File: src/rtl/pose_layer_rotation_blend_unit_assert.svh
// ---------------------------------------------------------------------------
// Assertion macros for the rotation blend unit
// Clocked on i_clk, quiet while i_rst_n is low.
// ---------------------------------------------------------------------------
`ifndef POSE_LAYER_ROTATION_BLEND_UNIT_ASSERT_SVH
`define POSE_LAYER_ROTATION_BLEND_UNIT_ASSERT_SVH
`ifndef NO_ASSERTIONS
`define PLRB_ASSERT(lbl, prop) \
    lbl: assert property (@(posedge i_clk) disable iff (!i_rst_n) prop) \
        else $error("plrb assertion failed");
`define PLRB_ASSERT_NEXT(lbl, cond, nxt) \
    lbl: assert property (@(posedge i_clk) disable iff (!i_rst_n) (cond) |=> (nxt)) \
        else $error("plrb assertion failed");
`else
`define PLRB_ASSERT(lbl, prop)
`define PLRB_ASSERT_NEXT(lbl, cond, nxt)
`endif
`endif

File: src/rtl/plrb_pkg.sv
// ---------------------------------------------------------------------------
// plrb_pkg
// Widths, sideband types and rounding helpers of the rotation blend unit.
// ---------------------------------------------------------------------------
`default_nettype none
package plrb_pkg;

    localparam int COMP_BITS = 16;
    localparam int FP_W      = COMP_BITS + 1;   // component with room for +1.0
    localparam int Q_W       = 34;              // signed Q30 working value
    localparam int MAG_W     = 32;
    localparam int SS_W      = 64;
    localparam int ROOT_W    = 32;
    localparam int SQ_STEPS  = 32;
    localparam int DIV_STEPS = 31;
    localparam int DIV_LAT   = DIV_STEPS + 1;
    localparam int RND_W     = 50;
    localparam int RES_W     = 35;

    localparam logic [15:0] W_ONE = 16'd32768;
    localparam logic signed [Q_W-1:0] Q30_ONE = 34'sd1073741824;
    localparam logic signed [FP_W-1:0] FP_ONE = 17'sd32768;

    typedef logic signed [Q_W-1:0] t_q30;

    typedef struct packed {
        logic [3:0][FP_W-1:0] fp;
        logic [15:0]          w;
        logic                 add;
        logic                 wz;
    } t_side1;

    typedef struct packed {
        logic [3:0][FP_W-1:0] fp;
        logic                 wz;
    } t_side2;

    // shift right by 15, half away from zero
    function automatic logic signed [RES_W-1:0] round15(input logic signed [RND_W-1:0] v);
        logic [RND_W-1:0] mag;
        logic [RND_W-1:0] m;
        mag = v[RND_W-1] ? RND_W'(-v) : RND_W'(v);
        m   = (mag + RND_W'(16384)) >> 15;
        round15 = v[RND_W-1] ? -$signed(m[RES_W-1:0]) : $signed(m[RES_W-1:0]);
    endfunction

    function automatic logic [COMP_BITS-1:0] sat16(input logic signed [RES_W-1:0] v);
        if (v > $signed(RES_W'(32767))) begin
            sat16 = 16'h7fff;
        end else if (v < -$signed(RES_W'(32768))) begin
            sat16 = 16'h8000;
        end else begin
            sat16 = v[COMP_BITS-1:0];
        end
    endfunction

endpackage
`default_nettype wire

File: src/rtl/plrb_outq.sv
// ---------------------------------------------------------------------------
// plrb_outq
// Two-entry output queue; its fill state gates the whole pipeline.
// ---------------------------------------------------------------------------
`default_nettype none
`include "pose_layer_rotation_blend_unit_assert.svh"
module plrb_outq
    import plrb_pkg::*;
(
    input  logic                   i_clk,
    input  logic                   i_rst_n,
    input  logic                   i_push,
    input  logic [4*COMP_BITS-1:0] i_data,
    output logic                   o_room,
    output logic                   o_valid,
    input  logic                   i_ready,
    output logic [4*COMP_BITS-1:0] o_data
);

    logic [1:0]             r_cnt;
    logic [4*COMP_BITS-1:0] r_head;
    logic [4*COMP_BITS-1:0] r_tail;
    logic                   pop;

    assign pop = o_valid && i_ready;

    always_ff @(posedge i_clk) begin
        if (!i_rst_n) begin
            r_cnt <= 2'd0;
        end else begin
            r_cnt <= r_cnt + 2'(i_push) - 2'(pop);
        end
    end

    always_ff @(posedge i_clk) begin
        if (i_push && (r_cnt == 2'd0 || (r_cnt == 2'd1 && pop))) begin
            r_head <= i_data;
        end else if (pop && r_cnt == 2'd2) begin
            r_head <= r_tail;
        end
        if (i_push && r_cnt == 2'd1 && !pop) begin
            r_tail <= i_data;
        end
    end

    assign o_valid = (r_cnt != 2'd0);
    assign o_room  = (r_cnt != 2'd2);
    assign o_data  = r_head;

    `PLRB_ASSERT(a_no_push_full, (r_cnt == 2'd2) |-> !i_push)
    `PLRB_ASSERT(a_cnt_range, r_cnt != 2'd3)
    `PLRB_ASSERT_NEXT(a_pass_through, r_cnt == 2'd1 && i_push && pop, r_cnt == 2'd1)

endmodule
`default_nettype wire

File: config.mk
export PLATFORM = sky130hd
export DESIGN_NAME = plrb_outq
export DESIGN_NICKNAME = d
export VERILOG_FILES = /design/src/rtl/plrb_pkg.sv /design/src/rtl/plrb_outq.sv
export VERILOG_INCLUDE_DIRS = /design/src /design/src/rtl
export SDC_FILE = /design/constraint.sdc
export NUM_CORES = 1
export LEC_CHECK = 0
export ABC_AREA = 1
export ABC_CLOCK_PERIOD_IN_PS = 8700
export BUFFER_PORTS_ARGS = -buffer_cell sky130_fd_sc_hd__buf_2
export CAP_MARGIN = 30
export CORE_AREA = 3 3 109 111
export DETAILED_ROUTE_END_ITERATION = 8
export DIE_AREA = 0 0 112 114
export GPL_TIMING_DRIVEN = 0
export PLACE_DENSITY = 0.72
export SETUP_SLACK_MARGIN = 0.02
export SYNTH_ARGS = -nofsm -noshare
export SYNTH_HDL_FRONTEND = slang
export SYNTH_SLANG_ARGS = --single-unit
File: constraint.sdc
create_clock -name i_clk -period 8.7 [get_ports i_clk]
set_clock_uncertainty 0.1 [all_clocks]
set_input_delay 0.87 -clock i_clk [delete_from_list [all_inputs] [get_ports i_clk]]
set_output_delay 0.87 -clock i_clk [all_outputs]
set_load 0.01 [all_outputs]
==> results.py <==
metrics = {
    "yosys": {
        "synthDistinctLibCells": 17,
        "syn-instance-count": 355,
        "synth_edf_count": 128,
        "synth_area_um2": 5170,
        "synth_most_common_cell": "edfxtp_1",
        "ys_ff_latch": 130,
        "synth.top_cell.area_share": 0.744,
        "synth.area.top_cells": "edfxtp_1, o21ai_2, nand2_1",
        "synthArstFlopShare": 0,
        "yosys_warnings": 0,
        "synth_common_cells": "edfxtp_1, nand2_1, inv_1, o21ai_2, buf_6",
        "synth_nets": 424,
        "seq_area_frac_synth": 0.752,
        "yosysTopAreaCell": "edfxtp_1",
        "syn_area_per_cell_um2": 14.6,
        "synth_flop_cell": "edfxtp_1",
    },
    "clocking": {
        "cts_tree": "yes",
        "cts_buffer_depth": 2,
        "clk_latency_ns": 0.50,
        "cts.sink_count": 130,
        "ctsRootBufferMaster": "clkbuf_8",
        "cts-hold-fix-buffers": 0,
        "ctsResizeCount": 0,
        "cts_max_level": 4,
        "cts_setup_buffers": 0,
        "clk_pin_slew_ns": 0.05,
        "numCtsBuffers": 17,
    },
    "setup_path": {
        "setup.worst_path.class": "input port to flop",
        "critPathCaptureType": "flop",
        "required_ns": 8.73,
        "reg2regPathDepth": 4,
        "start_kind": "input port",
        "arrival_ns": 2.20,
        "cp_max_fo": 64,
    },
    "sta": {
        "finalMaxSlewViolations": 0,
        "slew_headroom": 0.410,
        "tightest_slew_ns": 0.884,
        "finalWorstSetupSlack_ns": 6.53,
        "finalSetupTns_ns": 0,
        "fin_crit_ns": 2.17,
        "finalHoldViolCount": 0,
        "rsz0062_at_grt": "false",
        "hold_slack_ns": 0.423,
        "clock.fmax_mhz": 461,
        "fin_crit_sh": 0.250,
        "setup_violations": 0,
    },
    "routing": {
        "dr.pass1.iters": 6,
        "drc": 0,
        "drt-total-wl_um": 9570,
        "drt_iter0_drc": 135,
        "antenna_left": 0,
        "wl_per_cell_um": 14.5,
        "num_vias": 3083,
        "vias_per_cell": 4.67,
    },
    "finish": {
        "n_antenna_cell": 0,
        "drive_above_1_share": 0.446,
        "fin_nets": 578,
        "syn2layout_area_growth_pct": 27.4,
    },
    "grt": {
        "grt_pass1_vias": 3132,
        "track_usage": 0.157,
        "grt_max_degree": 65,
        "grt_pass1_wl_um": 15200,
        "gr-total-overflow": 0,
        "antenna_found_initial": 2,
    },
    "floorplan": {
        "initial_core_util": 0.475,
        "core_area_um2": 10900,
        "die-area_um2": 12800,
        "ioPinCount": 134,
        "fp.dieW_um": 112,
        "num_rows": 38,
        "die_h_um": 114,
    },
    "status": {
        "status": "completed",
    },
    "power_and_ir_drop": {
        "total_power_w": 0.00154,
        "leakage_nw": 2.84,
        "ir_drop_mv": 0.153,
        "powerDensity_nw_per_um2": 234,
    },
    "place": {
        "portBuffers": 133,
        "dp_hpwl_um": 6530,
        "dp_slack_ns": 5.99,
        "gp_congestion": 0.743,
    },
    "flow_run": {
        "max-cap-violations": 0,
    },
    "min_path": {
        "hold_depth": 2,
        "min-delay-path-class": "flop to flop",
    },
}
[state kept, by name, indices dropped and copies added, names as in the netlist]
name and cells:
o_data 64, r_cnt 2, r_tail 64
[cell type report]
type / count / area (µm²)
plain buffers: 14 / 173
clock buffers: 20 / 425
clock inverters: 10 / 93.8
fillers: 856 / 4310
inverters: 68 / 255
multi-input cells: 143 / 871
flip-flops and latches: 130 / 3880
well taps: 140 / 175
repair buffers: 135 / 706
[logic make-up (layout without fill, tap and decap cells)]
| logic type | after synthesis | in the layout | synth area share |
|---|---|---|---|
| DFF | 130 | 130 | 0.752 |
| buffers and inverters | 82 | 247 | 0.0828 |
| and+or+nand+nor | 77 | 77 | 0.0596 |
| AOI/OAI and AO/OA | 65 | 65 | 0.104 |
| adders and majority gates | 1 | 1 | 0.00242 |
[worst max-delay path, cell delays in order]
cell and delay [ns]:
buf_2 0.09, inv_1 0.04, nand2_2 0.11, nand3_4 0.11, clkbuf_2 0.24, nand2_4 0.67
[routing by layer]
metal	vias up	part of all wire	GRT usage
met5	-	0.0028	0
li1	1511	-	-
met4	4	0.024	0.0801
met1	1444	0.40	0.173
met2	99	0.50	0.263
met3	25	0.074	0.0658
[path summary, 6_finish.rpt]
| check | start | endpoint | slack, ns |
|---|---|---|---|
| hold / removal | r_tail[29]$_DFFE_PP_ | o_data[29]$_DFFE_PP_ | 0.42 |
| setup reg to reg | r_cnt[0]$_SDFF_PN0_ | o_data[38]$_DFFE_PP_ | 6.69 |
| setup / recovery | i_ready | o_data[38]$_DFFE_PP_ | 6.53 |
| hold reg to reg | r_tail[29]$_DFFE_PP_ | o_data[29]$_DFFE_PP_ | 0.42 |
[cell usage in the layout (no fill, tap or decap), drive strengths merged]
cell / synthesis / final
buf: 13 / 148
o21ai: 64 / 64
bufinv: 0 / 2
dfxtp: 2 / 2
nand2: 72 / 72
inv: 68 / 68
edfxtp: 128 / 128
nor2: 2 / 2
nand3: 3 / 3
clkinv: 0 / 8
clkbuf: 1 / 21
ha: 1 / 1
a21oi: 1 / 1
[stage by stage]
| stage | instances | instance area, µm² | util |
|---|---|---|---|
| 2_1_floorplan | 355 | 5170 | - |
| 3_3_place_gp | 628 | 6010 | 0.552 |
| 3_5_place_dp | 630 | 6060 | 0.557 |
| 4_1_cts | 660 | 6580 | 0.605 |
| 5_1_grt | 660 | 6580 | 0.605 |
| 6_report | 660 | 6580 | 0.605 |
[power breakdown]
part	internal (W)	switching (W)	leakage, nW	total (W)
Clock	0.000397	0.000233	0.256	0.000630
Combinational	0.0000640	0.0000978	1.37	0.000162
Sequential	0.000739	0.00000967	1.22	0.000749
Total	0.00120	0.000340	2.84	0.00154
(Power assumes the default switching activity.)
